$ cat src/hw/rtl/bdlp_pkg.sv
// bdlp_pkg: shared types and constants of the button debounce and long press core
// configuration register indexes, reset values, the configuration struct and the lane status struct
// no dependencies
package bdlp_pkg;

    localparam int NUM_BUTTONS_DEF = 8;
    localparam int MAX_BUTTONS     = 8;
    localparam int PIN_W           = 8;
    localparam int PIN_SEL_W       = 3;
    localparam int SCORE_W         = 8;
    localparam int HOLD_W          = 16;
    localparam int CFG_IDX_W       = 3;
    localparam int CFG_DATA_W      = 24;

    localparam logic [CFG_IDX_W-1:0] CFG_ACTIVE_LEVEL   = 3'd0;
    localparam logic [CFG_IDX_W-1:0] CFG_SCORE_MAX      = 3'd1;
    localparam logic [CFG_IDX_W-1:0] CFG_SCORE_RELEASE  = 3'd2;
    localparam logic [CFG_IDX_W-1:0] CFG_HOLD_MAX       = 3'd3;
    localparam logic [CFG_IDX_W-1:0] CFG_HOLD_THRESHOLD = 3'd4;
    localparam logic [CFG_IDX_W-1:0] CFG_PIN_MAP        = 3'd5;

    localparam logic                  RST_ACTIVE_LEVEL   = 1'b0;
    localparam logic [SCORE_W-1:0]    RST_SCORE_MAX      = 8'd10;
    localparam logic [SCORE_W-1:0]    RST_SCORE_RELEASE  = 8'd5;
    localparam logic [HOLD_W-1:0]     RST_HOLD_MAX       = 16'd1000;
    localparam logic [HOLD_W-1:0]     RST_HOLD_THRESHOLD = 16'd500;
    localparam logic [CFG_DATA_W-1:0] RST_PIN_MAP        = 24'hFAC688;

    typedef struct packed {
        logic                  active_level;
        logic [SCORE_W-1:0]    score_max;
        logic [SCORE_W-1:0]    score_release;
        logic [HOLD_W-1:0]     hold_max;
        logic [HOLD_W-1:0]     hold_threshold;
        logic [CFG_DATA_W-1:0] pin_map;
    } t_cfg;

    typedef struct packed {
        logic pressed;
        logic long_press;
        logic changed;
    } t_lane_status;

endpackage

$ cat src/hw/rtl/bdlp_cfg.sv
// bdlp_cfg: configuration register file of the debounce core
// plain write port, no read-back; uses bdlp_pkg
module bdlp_cfg
    import bdlp_pkg::*;
(
    input  logic                  i_clk,
    input  logic                  i_rst_n,
    input  logic                  i_cfg_we,
    input  logic [CFG_IDX_W-1:0]  i_cfg_index,
    input  logic [CFG_DATA_W-1:0] i_cfg_data,
    output t_cfg                  o_cfg
);

    t_cfg r_cfg;

    always_ff @(posedge i_clk) begin
        if (!i_rst_n) begin
            r_cfg.active_level   <= RST_ACTIVE_LEVEL;
            r_cfg.score_max      <= RST_SCORE_MAX;
            r_cfg.score_release  <= RST_SCORE_RELEASE;
            r_cfg.hold_max       <= RST_HOLD_MAX;
            r_cfg.hold_threshold <= RST_HOLD_THRESHOLD;
            r_cfg.pin_map        <= RST_PIN_MAP;
        end else if (i_cfg_we) begin
            unique case (i_cfg_index)
                CFG_ACTIVE_LEVEL:   r_cfg.active_level   <= i_cfg_data[0];
                CFG_SCORE_MAX:      r_cfg.score_max      <= i_cfg_data[SCORE_W-1:0];
                CFG_SCORE_RELEASE:  r_cfg.score_release  <= i_cfg_data[SCORE_W-1:0];
                CFG_HOLD_MAX:       r_cfg.hold_max       <= i_cfg_data[HOLD_W-1:0];
                CFG_HOLD_THRESHOLD: r_cfg.hold_threshold <= i_cfg_data[HOLD_W-1:0];
                CFG_PIN_MAP:        r_cfg.pin_map        <= i_cfg_data;
                default: ;
            endcase
        end
    end

    assign o_cfg = r_cfg;

endmodule

$ cat src/hw/rtl/bdlp_lane.sv
// bdlp_lane: state and next-state logic of one button
// integrator, pressed flag, hold counter and long press flag; uses bdlp_pkg
module bdlp_lane
    import bdlp_pkg::*;
(
    input  logic         i_clk,
    input  logic         i_rst_n,
    input  logic         i_en,
    input  logic         i_level,
    input  t_cfg         i_cfg,
    output t_lane_status o_status
);

    logic [SCORE_W-1:0] r_score, n_score, score_step;
    logic [HOLD_W-1:0]  r_hold, n_hold;
    logic               r_pressed, n_pressed;
    logic               r_long, n_long;
    logic               n_flip;
    logic               active;

    always_comb begin
        active     = (i_level == i_cfg.active_level);
        score_step = r_score;
        if (active && r_score < i_cfg.score_max) begin
            score_step = r_score + 8'd1;
        end
        if (!active && r_score != '0) begin
            score_step = r_score - 8'd1;
        end
        n_score   = score_step;
        n_hold    = r_hold;
        n_pressed = r_pressed;
        n_long    = r_long;
        n_flip    = 1'b0;
        if (r_pressed) begin
            if (score_step < i_cfg.score_release) begin
                n_pressed = 1'b0;
                n_hold    = '0;
                n_long    = 1'b0;
                n_flip    = 1'b1;
            end else if (score_step == i_cfg.score_max) begin
                if (r_hold < i_cfg.hold_max) begin
                    n_hold = r_hold + 16'd1;
                end
                if (n_hold > i_cfg.hold_threshold) begin
                    n_long = 1'b1;
                end
            end
        end else if (score_step == i_cfg.score_max) begin
            n_pressed = 1'b1;
            n_flip    = 1'b1;
        end
    end

    always_ff @(posedge i_clk) begin
        if (!i_rst_n) begin
            r_score   <= '0;
            r_hold    <= '0;
            r_pressed <= 1'b0;
            r_long    <= 1'b0;
        end else if (i_en) begin
            r_score   <= n_score;
            r_hold    <= n_hold;
            r_pressed <= n_pressed;
            r_long    <= n_long;
        end
    end

    assign o_status.pressed    = n_pressed;
    assign o_status.long_press = n_long;
    assign o_status.changed    = n_flip;

endmodule

$ cat src/hw/rtl/button_debounce_long_press_core.sv
// button_debounce_long_press_core: debounce and long press detection for up to eight buttons
// one sample of eight pins in, one item of three button masks out
// depends on bdlp_pkg, bdlp_cfg, bdlp_lane
//
// usage
//   slave stream: i_s_tdata carries one 8-bit pin sample per item
//   master stream: o_m_tdata carries pressed, long press and changed masks
//   configuration: i_cfg_we, i_cfg_index, i_cfg_data write one register per
//   cycle; the user must write only while no item is in flight, the block itself has no guard
// timing
//   an accepted sample lands in an input register; once the output register is
//   empty or draining, all buttons update together and the masks load into
//   the output register, which drives o_m_tvalid
//   throughput is one item per cycle while i_m_tready stays high, set by the
//   single per-button update step
// reset
//   i_rst_n low clears all button state and restores register defaults
// stall
//   while i_m_tready is low the output holds, one more sample can wait in the
//   input register, then o_s_tready drops until the output drains
module button_debounce_long_press_core
    import bdlp_pkg::*;
#(
    parameter int NUM_BUTTONS = NUM_BUTTONS_DEF
) (
    input  logic                  i_clk,
    input  logic                  i_rst_n,
    input  logic                  i_cfg_we,
    input  logic [CFG_IDX_W-1:0]  i_cfg_index,
    input  logic [CFG_DATA_W-1:0] i_cfg_data,
    input  logic                  i_s_tvalid,
    output logic                  o_s_tready,
    input  logic [7:0]            i_s_tdata,   // sample_pins
    output logic                  o_m_tvalid,
    input  logic                  i_m_tready,
    output logic [23:0]           o_m_tdata    // pressed_mask, long_press_mask, changed_mask
);

    t_cfg cfg;

    logic             r_s1_valid;
    logic [PIN_W-1:0] r_in_pins;
    logic             s1_advance;
    logic             lane_en;

    logic             r_out_valid;
    logic [7:0]       r_pressed_mask, r_long_mask, r_changed_mask;
    logic [7:0]       n_pressed_mask, n_long_mask, n_changed_mask;

    bdlp_cfg u_cfg (
        .i_clk       (i_clk),
        .i_rst_n     (i_rst_n),
        .i_cfg_we    (i_cfg_we),
        .i_cfg_index (i_cfg_index),
        .i_cfg_data  (i_cfg_data),
        .o_cfg       (cfg)
    );

    assign s1_advance = !r_out_valid || i_m_tready;
    assign o_s_tready = !r_s1_valid || s1_advance;
    assign lane_en    = r_s1_valid && s1_advance;

    always_ff @(posedge i_clk) begin
        if (!i_rst_n) begin
            r_s1_valid <= 1'b0;
        end else if (o_s_tready) begin
            r_s1_valid <= i_s_tvalid;
        end
    end

    always_ff @(posedge i_clk) begin
        if (o_s_tready && i_s_tvalid) begin
            r_in_pins <= i_s_tdata;
        end
    end

    genvar gi;
    generate
        for (gi = 0; gi < MAX_BUTTONS; gi++) begin : g_lane
            if (gi < NUM_BUTTONS) begin : g_used
                t_lane_status           status;
                logic [PIN_SEL_W-1:0]   pin_sel;

                assign pin_sel = cfg.pin_map[PIN_SEL_W*gi +: PIN_SEL_W];

                bdlp_lane u_lane (
                    .i_clk    (i_clk),
                    .i_rst_n  (i_rst_n),
                    .i_en     (lane_en),
                    .i_level  (r_in_pins[pin_sel]),
                    .i_cfg    (cfg),
                    .o_status (status)
                );

                assign n_pressed_mask[gi] = status.pressed;
                assign n_long_mask[gi]    = status.long_press;
                assign n_changed_mask[gi] = status.changed;
            end else begin : g_unused
                assign n_pressed_mask[gi] = 1'b0;
                assign n_long_mask[gi]    = 1'b0;
                assign n_changed_mask[gi] = 1'b0;
            end
        end
    endgenerate

    always_ff @(posedge i_clk) begin
        if (!i_rst_n) begin
            r_out_valid <= 1'b0;
        end else if (s1_advance) begin
            r_out_valid <= r_s1_valid;
        end
    end

    always_ff @(posedge i_clk) begin
        if (lane_en) begin
            r_pressed_mask <= n_pressed_mask;
            r_long_mask    <= n_long_mask;
            r_changed_mask <= n_changed_mask;
        end
    end

    assign o_m_tvalid = r_out_valid;
    assign o_m_tdata  = {r_changed_mask, r_long_mask, r_pressed_mask};

    // long press only on a pressed button
    a_long_within_pressed: assert property (
        @(posedge i_clk) disable iff (!i_rst_n)
        r_out_valid |-> ((r_long_mask & ~r_pressed_mask) == 8'd0)
    ) else $error("long press set on a released button");

    // a held input item keeps its sample
    a_s1_holds: assert property (
        @(posedge i_clk) disable iff (!i_rst_n)
        (r_s1_valid && !s1_advance) |=> (r_s1_valid && $stable(r_in_pins))
    ) else $error("waiting input item lost");

    // an empty output register never stalls the input side
    a_ready_when_empty: assert property (
        @(posedge i_clk) disable iff (!i_rst_n)
        !r_out_valid |-> o_s_tready
    ) else $error("input stalled with empty output register");

    // buttons beyond the configured count stay quiet
    a_unused_zero: assert property (
        @(posedge i_clk) disable iff (!i_rst_n)
        r_out_valid |-> (((r_pressed_mask | r_changed_mask) >> NUM_BUTTONS) == 8'd0)
    ) else $error("unused button bit set");

endmodule

$ cat config.mk
export PLATFORM = sky130hd
export DESIGN_NAME = button_debounce_long_press_core
export DESIGN_NICKNAME = d
export VERILOG_FILES = /design/src/hw/rtl/bdlp_pkg.sv /design/src/hw/rtl/bdlp_cfg.sv /design/src/hw/rtl/bdlp_lane.sv /design/src/hw/rtl/button_debounce_long_press_core.sv
export SDC_FILE = /design/constraint.sdc
export NUM_CORES = 1
export LEC_CHECK = 0
export ABC_AREA = 1
export BUFFER_PORTS_ARGS = -buffer_cell sky130_fd_sc_hd__buf_4
export CORE_AREA = 2 2 228 230
export CTS_CLUSTER_DIAMETER = 150
export CTS_CLUSTER_SIZE = 30
export DETAILED_ROUTE_END_ITERATION = 7
export DIE_AREA = 0 0 230 232
export HOLD_SLACK_MARGIN = 0.12
export PLACE_DENSITY = 0.76
export SLEW_MARGIN = 20
export SYNTH_ARGS = -nofsm -noshare
export SYNTH_HDL_FRONTEND = slang
export SYNTH_SLANG_ARGS = --single-unit
export TNS_END_PERCENT = 100
$ cat constraint.sdc
create_clock -name i_clk -period 4 [get_ports i_clk]
set_input_delay 0.2 -clock i_clk [delete_from_list [all_inputs] [get_ports i_clk]]
set_output_delay 0.2 -clock i_clk [all_outputs]
set_load 0.03 [all_outputs]
# Word-level counts from Yosys, hierarchy flattened
# Index checks and enable logic that the tools add are counted.
op_classes:
  mux: 152
  n_eq_ne: 21
  n_lt_le_gt_ge: 40
  n_reduce_logical: 61
  n_addsub: 24
op_table:
  columns: ["cell", "n"]
  rows:
  - ["$mux 16", 48]
  - ["$add 16x1->16 const B", 8]
  - ["$gt 16x16->1", 8]
  - ["$lt 16x16->1", 8]
  - ["$lt 8x8->1", 16]
  - ["$mux 8", 16]
  - ["$mux 1", 80]
  - ["$add 8x1->8 const B", 8]
  - ["$eq 8x8->1", 8]
  - ["$reduce_bool 8->1", 8]
  - ["$sub 8x1->8 const B", 8]
  - ["$lt 3x4->1 const B", 8]
  - ["$bmux 1 s3", 8]
  - ["$reduce_and 3->1", 8]
  - ["$logic_and 1x1->1", 18]
  - ["$reduce_bool 2->1", 8]
  - ["$reduce_and 2->1", 6]
  - ["$logic_not 1->1", 10]
  - ["$eq 1x1->1", 8]
  - ["$eq 3x2->1 const B", 2]
  - ["$eq 3x3->1 const B", 2]
  - ["$eq 3x1->1 const B", 1]
  - ["$logic_not 3->1", 1]
  - ["$logic_or 1x1->1", 2]
word_totals:
  reg_bits: 315
  wordCells: 342
  input_bits: 40

# Logic depth before layout (Yosys ltp)
depth:
  word_depth: 15
  ltp_mapped: 27
  ltp_nobuf: 26

# Hierarchy
# Synthesis repeated with hierarchy kept, for this count alone.
hier_totals:
  cells_unflattened: 5395
  hier_area_um2: 33000.4
modules_own_cells:
  columns: ["mod", "cells_each", "instances", "area_each_um2", "seq_area_each_um2"]
  rows:
  - ["bdlp_lane (g_lane[2].g_used.u_lane ...)", 599, 4, 3545.9, 520.5]
  - ["bdlp_lane (g_lane[0].g_used.u_lane ...)", 596, 3, 3549.7, 520.5]
  - ["bdlp_lane (g_lane[7].g_used.u_lane)", 598, 1, 3584.7, 520.5]
  - ["bdlp_cfg", 401, 1, 2869.0, 1461.4]
  - ["button_debounce_long_press_core", 212, 1, 1714.1, 1001.0]

# Worst setup path after synthesis
# No wires, ideal clock.
synth_path:
  kind: "reg-to-reg"
  from: "register u_cfg.r_cfg, in the netlist u_cfg.o_cfg[69]"
  to: "register g_lane[1].g_used.u_lane.r_hold[10]"
  setup_time_ns: 0.115
  stages_incl_launch_ff: 23
  setup_slack_ns: 0.620
  path_buffers: 2
  arrival_ns: 3.265
  path_cell_list: "dfxtp_1 clkbuf_1 inv_2 ha_1 a21oi_1 or2_2 nand2_1 a21oi_4 nand3_2 nand2_1 nand3_1 nand2_1 inv_1 ha_1 a21oi_1 nor2_1 a211oi_1 nand2_4 nand2_4 buf_4 nand3_1 nand2_1 nor2_1"
synth_between:
  elab_chain_cells: 7
synth_rtl:
  columns: ["item", "line", "text"]
  rows:
  - ["from (decl)", "bdlp_cfg.sv:14", "t_cfg r_cfg;"]
  - ["$lt 8x8->1 *", "bdlp_lane.sv:24", "if (active && r_score < i_cfg.score_max) begin"]
  - ["$logic_and 1x1->1 *", "bdlp_lane.sv:24", null]
  - ["$mux 8 *", "bdlp_lane.sv:24", null]
  - ["$mux 8 *", "bdlp_lane.sv:27", "if (!active && r_score != '0) begin"]
  - ["via g_lane[1].g_used.u_lane.n_score[5]", "bdlp_lane.sv:14", "logic [SCORE_W-1:0] r_score, n_score, score_step;"]
  - ["$lt 8x8->1 / $eq 8x8->1 (equally long branches)", "bdlp_lane.sv:36, bdlp_lane.sv:41", null]
  - ["$reduce_bool 2->1 (no source line)", null, null]
  - ["$reduce_and 3->1 (no source line)", null, null]
  - ["to (signal assigned)", "bdlp_lane.sv:63", "r_hold <= n_hold;"]
  - ["to (decl)", "bdlp_lane.sv:15", "logic [HOLD_W-1:0] r_hold, n_hold;"]
# The timed path passes the listed nets; every way through them passes the cells marked *.
# A chain may end at the register's enable or synchronous reset.

# Worst setup path in the final report
layout_path:
  from: "register u_cfg.r_cfg, in the netlist u_cfg.o_cfg[43]"
  to: "register g_lane[3].g_used.u_lane.r_long"
layout_between:
  elab_chain_cells: 10
layout_rtl:
  columns: ["item", "line", "text"]
  rows:
  - ["$lt 16x16->1", "bdlp_lane.sv:42", "if (r_hold < i_cfg.hold_max) begin"]
  - ["$mux 16", "bdlp_lane.sv:42", null]
  - ["$mux 16", "bdlp_lane.sv:41", "end else if (score_step == i_cfg.score_max) begin"]
  - ["$mux 16", "bdlp_lane.sv:36", "if (score_step < i_cfg.score_release) begin"]
  - ["$mux 16", "bdlp_lane.sv:35", "if (r_pressed) begin"]
  - ["$gt 16x16->1", "bdlp_lane.sv:45", "if (n_hold > i_cfg.hold_threshold) begin"]
  - ["$mux 1", "bdlp_lane.sv:45", null]
  - ["$mux 1", "bdlp_lane.sv:41", null]
  - ["$mux 1", "bdlp_lane.sv:36", null]
  - ["$mux 1", "bdlp_lane.sv:35", null]
  - ["to (signal assigned)", "bdlp_lane.sv:65", "r_long <= n_long;"]
  - ["to (decl)", "bdlp_lane.sv:17", "logic r_long, n_long;"]
# No other way between the ends. The select of a mux whose other input is x is not followed.

==> metrics.md <==
| Metric | Value |
|---|---|
| Primary FF master, synth | dfxtp_1 |
| Core footprint | 50890 µm² |
| CP startpoint kind | flop |
| Leak Pwr | 16.90 nW |
| Post-synth EDFFs | 32 |
| Origin of the critical flop-to-flop path | u_cfg.o_cfg[43]$_SDFFE_PN1P_ |
| Worst setup EP type | flop |
| Final setup skew | 0.04224 ns |
| DIE WIDTH | 230 µm |
| Slew Limit Fails | 0 |
| Yosys top cell area share | 18.71% |
| Fillers | 4823 |
| Critical path class | reg -> reg |
| Async set-reset flop share out of synthesis | 0% |
| Pin count of the biggest net entering global routing | 135 |
| Mapped Cells | 4758 |
| Syn_nets | 5190 |
| CP Data Required Time | 4.49 ns |
| Number of antenna violations at the first check in global routing | 0 |
| Most common cell after layout, fill and taps aside | nand2_1 |
| Largest cells by area after synthesis | dfxtp_1 (19%), nand2_1 (16%), ha_1 (16%), nand3_1 (9.1%), inv_1 (6.9%) |
| Number of global-route vias before repair | 28042 |
| Final HPWL DP | 68790 µm |
| Net count reported at finish | 5286 |
| Area Overhead vs Synth | 9.626% |
| Placer Congestion | 0.9903 |
| Die H | 232 µm |
| Multi-input combinational cell area | 20930 µm² |
| DR WL/cell | 17.40 µm |
| Sw frac | 46.23% |
| Layout cells sized above 1 | 7.941% |
| CP max FO | 6 |
| H-Tree Depth | 1 |
| Most frequent cells in the layout | nand2_1 (1310), nand3_1 (547), inv_1 (543) |
| Final wirelength | 96430 µm |
| Hold crit path type | in -> reg |
| GRT Total Usage | 34.90% |
| P per Cell Area | 331.8 nW/µm² |
| Avg Cell Area, Syn | 6.365 µm² |
| Sequential Power Share | 32.3% |
| Net Switching | 0.005092 W |
| Final setup margin | 0.1649 ns |
| Input/output buffers | 65 |
| Final hold violation count | 0 |
| Vias per inst | 5.751 |
| Post-route ant nets | 0 |
| # DRC | 0 |
| Yosys top cell by area | dfxtp_1 |
| Yosys warns | 0 |
| Maxcap violations | 0 |
| Antenna cells | 0 |
| Synthesized area | 30290 µm² |
| Clock Path Buffers | 3 |
| VDD IR-drop max | 349.8 µV |
| Total negative slack | 0 ns |
| I/O pin count | 66 |
| Arrival @ worst endpoint | 4.33 ns |
| First-pass GRT wire length | 150300 µm |
| Clock buffer count from CTS | 15 |
| # setup viols final | 0 |
| Flops & latches, synth | 315 |
| FMAX | 260.7 MHz |
| Initial Utilization | 59.52% |
| RSZ-0062 raised after global routing | true |
| Beginning of the critical path | u_cfg.o_cfg[43]$_SDFFE_PN1P_ |
| CTS Sinks | 315 |
| Routed via count | 31867 |
| DP Worst Slack | 0.1183 ns |
| Clock power share | 18.4% |
| Iter 0 DRT Violations | 3011 |
| Full die area | 53360 µm² |
| Logic gate share of total power | 49.3% |
| Sequential fraction of the synthesis area | 21.88% |
| Period utilization | 95.88% |
| Worst slew pin tran | 0.9676 ns |
| Reg clk slew, reported paths | 0.13 ns |
| Yosys cell types | 53 |
| Slew headroom | 35.43% |
| Final Critical Period | 3.835 ns |
| Grt total ovfl | 0 |
| First-pass iteration count of the detailed router | 6 |
| Cell Rows | 83 |
| Hold_sp | i_s_tdata[2] |
| CTS tree | done |
| Status | finished, final reports clean |
| Internal power | 0.005923 W |
| Register area | 6629 µm² |
| Clock Latency Late Sink | 0.57 ns |
| Clk root buf | clkbuf_16 |
[metal layers]
metal  routed length [µm]  vias up  track usage [%]
li1                     -    15908                -
met3                 8939      208            4.850
met4                 4228        0            13.85
met5                    0        -                0
met1                41740    14398            48.10
met2                41520     1353            55.01
[through the flow]
| stage | hold slack (ns) | total power, W | cells | utilization (%) | instance area (µm²) |
|---|---|---|---|---|---|
| 2_1_floorplan | 0.2989 | 0.007634 | 4758 | - | 30290 |
| 3_3_place_gp | 0.3794 | 0.008569 | 5446 | 62.21 | 31660 |
| 3_5_place_dp | 0.3795 | 0.008661 | 5446 | 62.21 | 31660 |
| 4_1_cts | 0.3438 | 0.01071 | 5512 | 63.96 | 32550 |
| 5_1_grt | 0.3443 | 0.01178 | 5541 | 65.25 | 33200 |
| 6_report | 0.3428 | 0.01101 | 5541 | 65.25 | 33200 |
[repair_timing]
action / in CTS / in global routing
hold endpoints to repair: 95 / 0
buffers inserted: 0 / 26
hold buffers: 42 / 0
gates resized for setup: 0 / 98
endpoints found under the setup margin: 0 / 135
[Yosys cell counts (26+ instances only)]
cell type / n
a21oi_1: 399
buf_6: 26
clkbuf_1: 102
dfxtp_1: 283
edfxtp_1: 32
ha_1: 392
inv_1: 556
inv_2: 32
nand2_1: 1315
nand3_1: 549
nand4_1: 37
nor2_1: 307
nor3_1: 71
nor4_1: 30
o211ai_1: 46
o21ai_0: 246
xor2_1: 143
[sequential cells by signal (all words and copies together) (netlist names)]
| name | flops |
|---|---|
| g_lane.g_used.u_lane.r_hold | 128 |
| u_cfg.o_cfg | 73 |
| g_lane.g_used.u_lane.r_score | 64 |
| g_lane.g_used.u_lane.r_long | 8 |
| g_lane.g_used.u_lane.r_pressed | 8 |
| r_changed_mask | 8 |
| r_in_pins | 8 |
| r_long_mask | 8 |
| r_pressed_mask | 8 |
| o_m_tvalid | 1 |
| r_s1_valid | 1 |
[final timing paths]
path | slack, ns | to | cells after the start
worst min-delay path | 0.34 | r_in_pins[2]$_DFFE_PP_ | 2
worst min register to register | 0.49 | u_cfg.o_cfg[2]$_SDFFE_PN0P_ | 2
worst max-delay path | 0.16 | g_lane[3].g_used.u_lane.r_long$_SDFFE_PN0P_ | 26
worst max register to register | 0.16 | g_lane[3].g_used.u_lane.r_long$_SDFFE_PN0P_ | 26
[critical path, stage by stage (launching register included)]
cell	delay, ns
dfxtp_2	0.36
clkinvlp_4	0.19
buf_4	0.19
ha_1	0.30
a21oi_1	0.12
nand2_1	0.10
nand3_1	0.09
a21oi_2	0.06
o211ai_1	0.19
nand2_2	0.12
inv_4	0.10
buf_4	0.11
nand2_1	0.04
o21ai_1	0.06
inv_1	0.07
ha_1	0.29
nand2_1	0.12
o21ai_1	0.17
nand4_1	0.10
nand3_1	0.13
a21oi_1	0.05
a311oi_1	0.25
buf_4	0.18
nand3_1	0.09
nand2_1	0.07
nand2_1	0.06
a21oi_1	0.13
[power groups by stage]
stage	sequential, W	clock (W)	combinational [W]
detailed placement	0.00362	0	0.00504
global placement	0.00362	0	0.00495
floorplan	0.00358	0	0.00405
finish	0.00356	0.00202	0.00543
CTS	0.00355	0.00206	0.00510
global route	0.00358	0.00214	0.00606
[kinds of logic (layout without fill, tap and decap cells)]
logic type	count (synthesis)	count (layout)	synth area share [%]
adder cells (fa/ha/maj)	392	392	16.19
AND/OR/NAND/NOR	2388	2388	33.84
AO/OA/AOI/OAI	766	766	13.76
XOR/XNOR	144	144	4.164
buffers and inverters	753	856	10.16
flip-flops	315	315	21.88
[layout make-up]
cell class	instances	area share, %
clock buffer	18	1.164
clock inverter	6	0.2600
inverter	590	6.779
multi-input combinational	3690	63.03
sequential	315	19.97
tap	680	2.563
timing repair buffer	242	6.237
(Power assumes the default switching activity.)
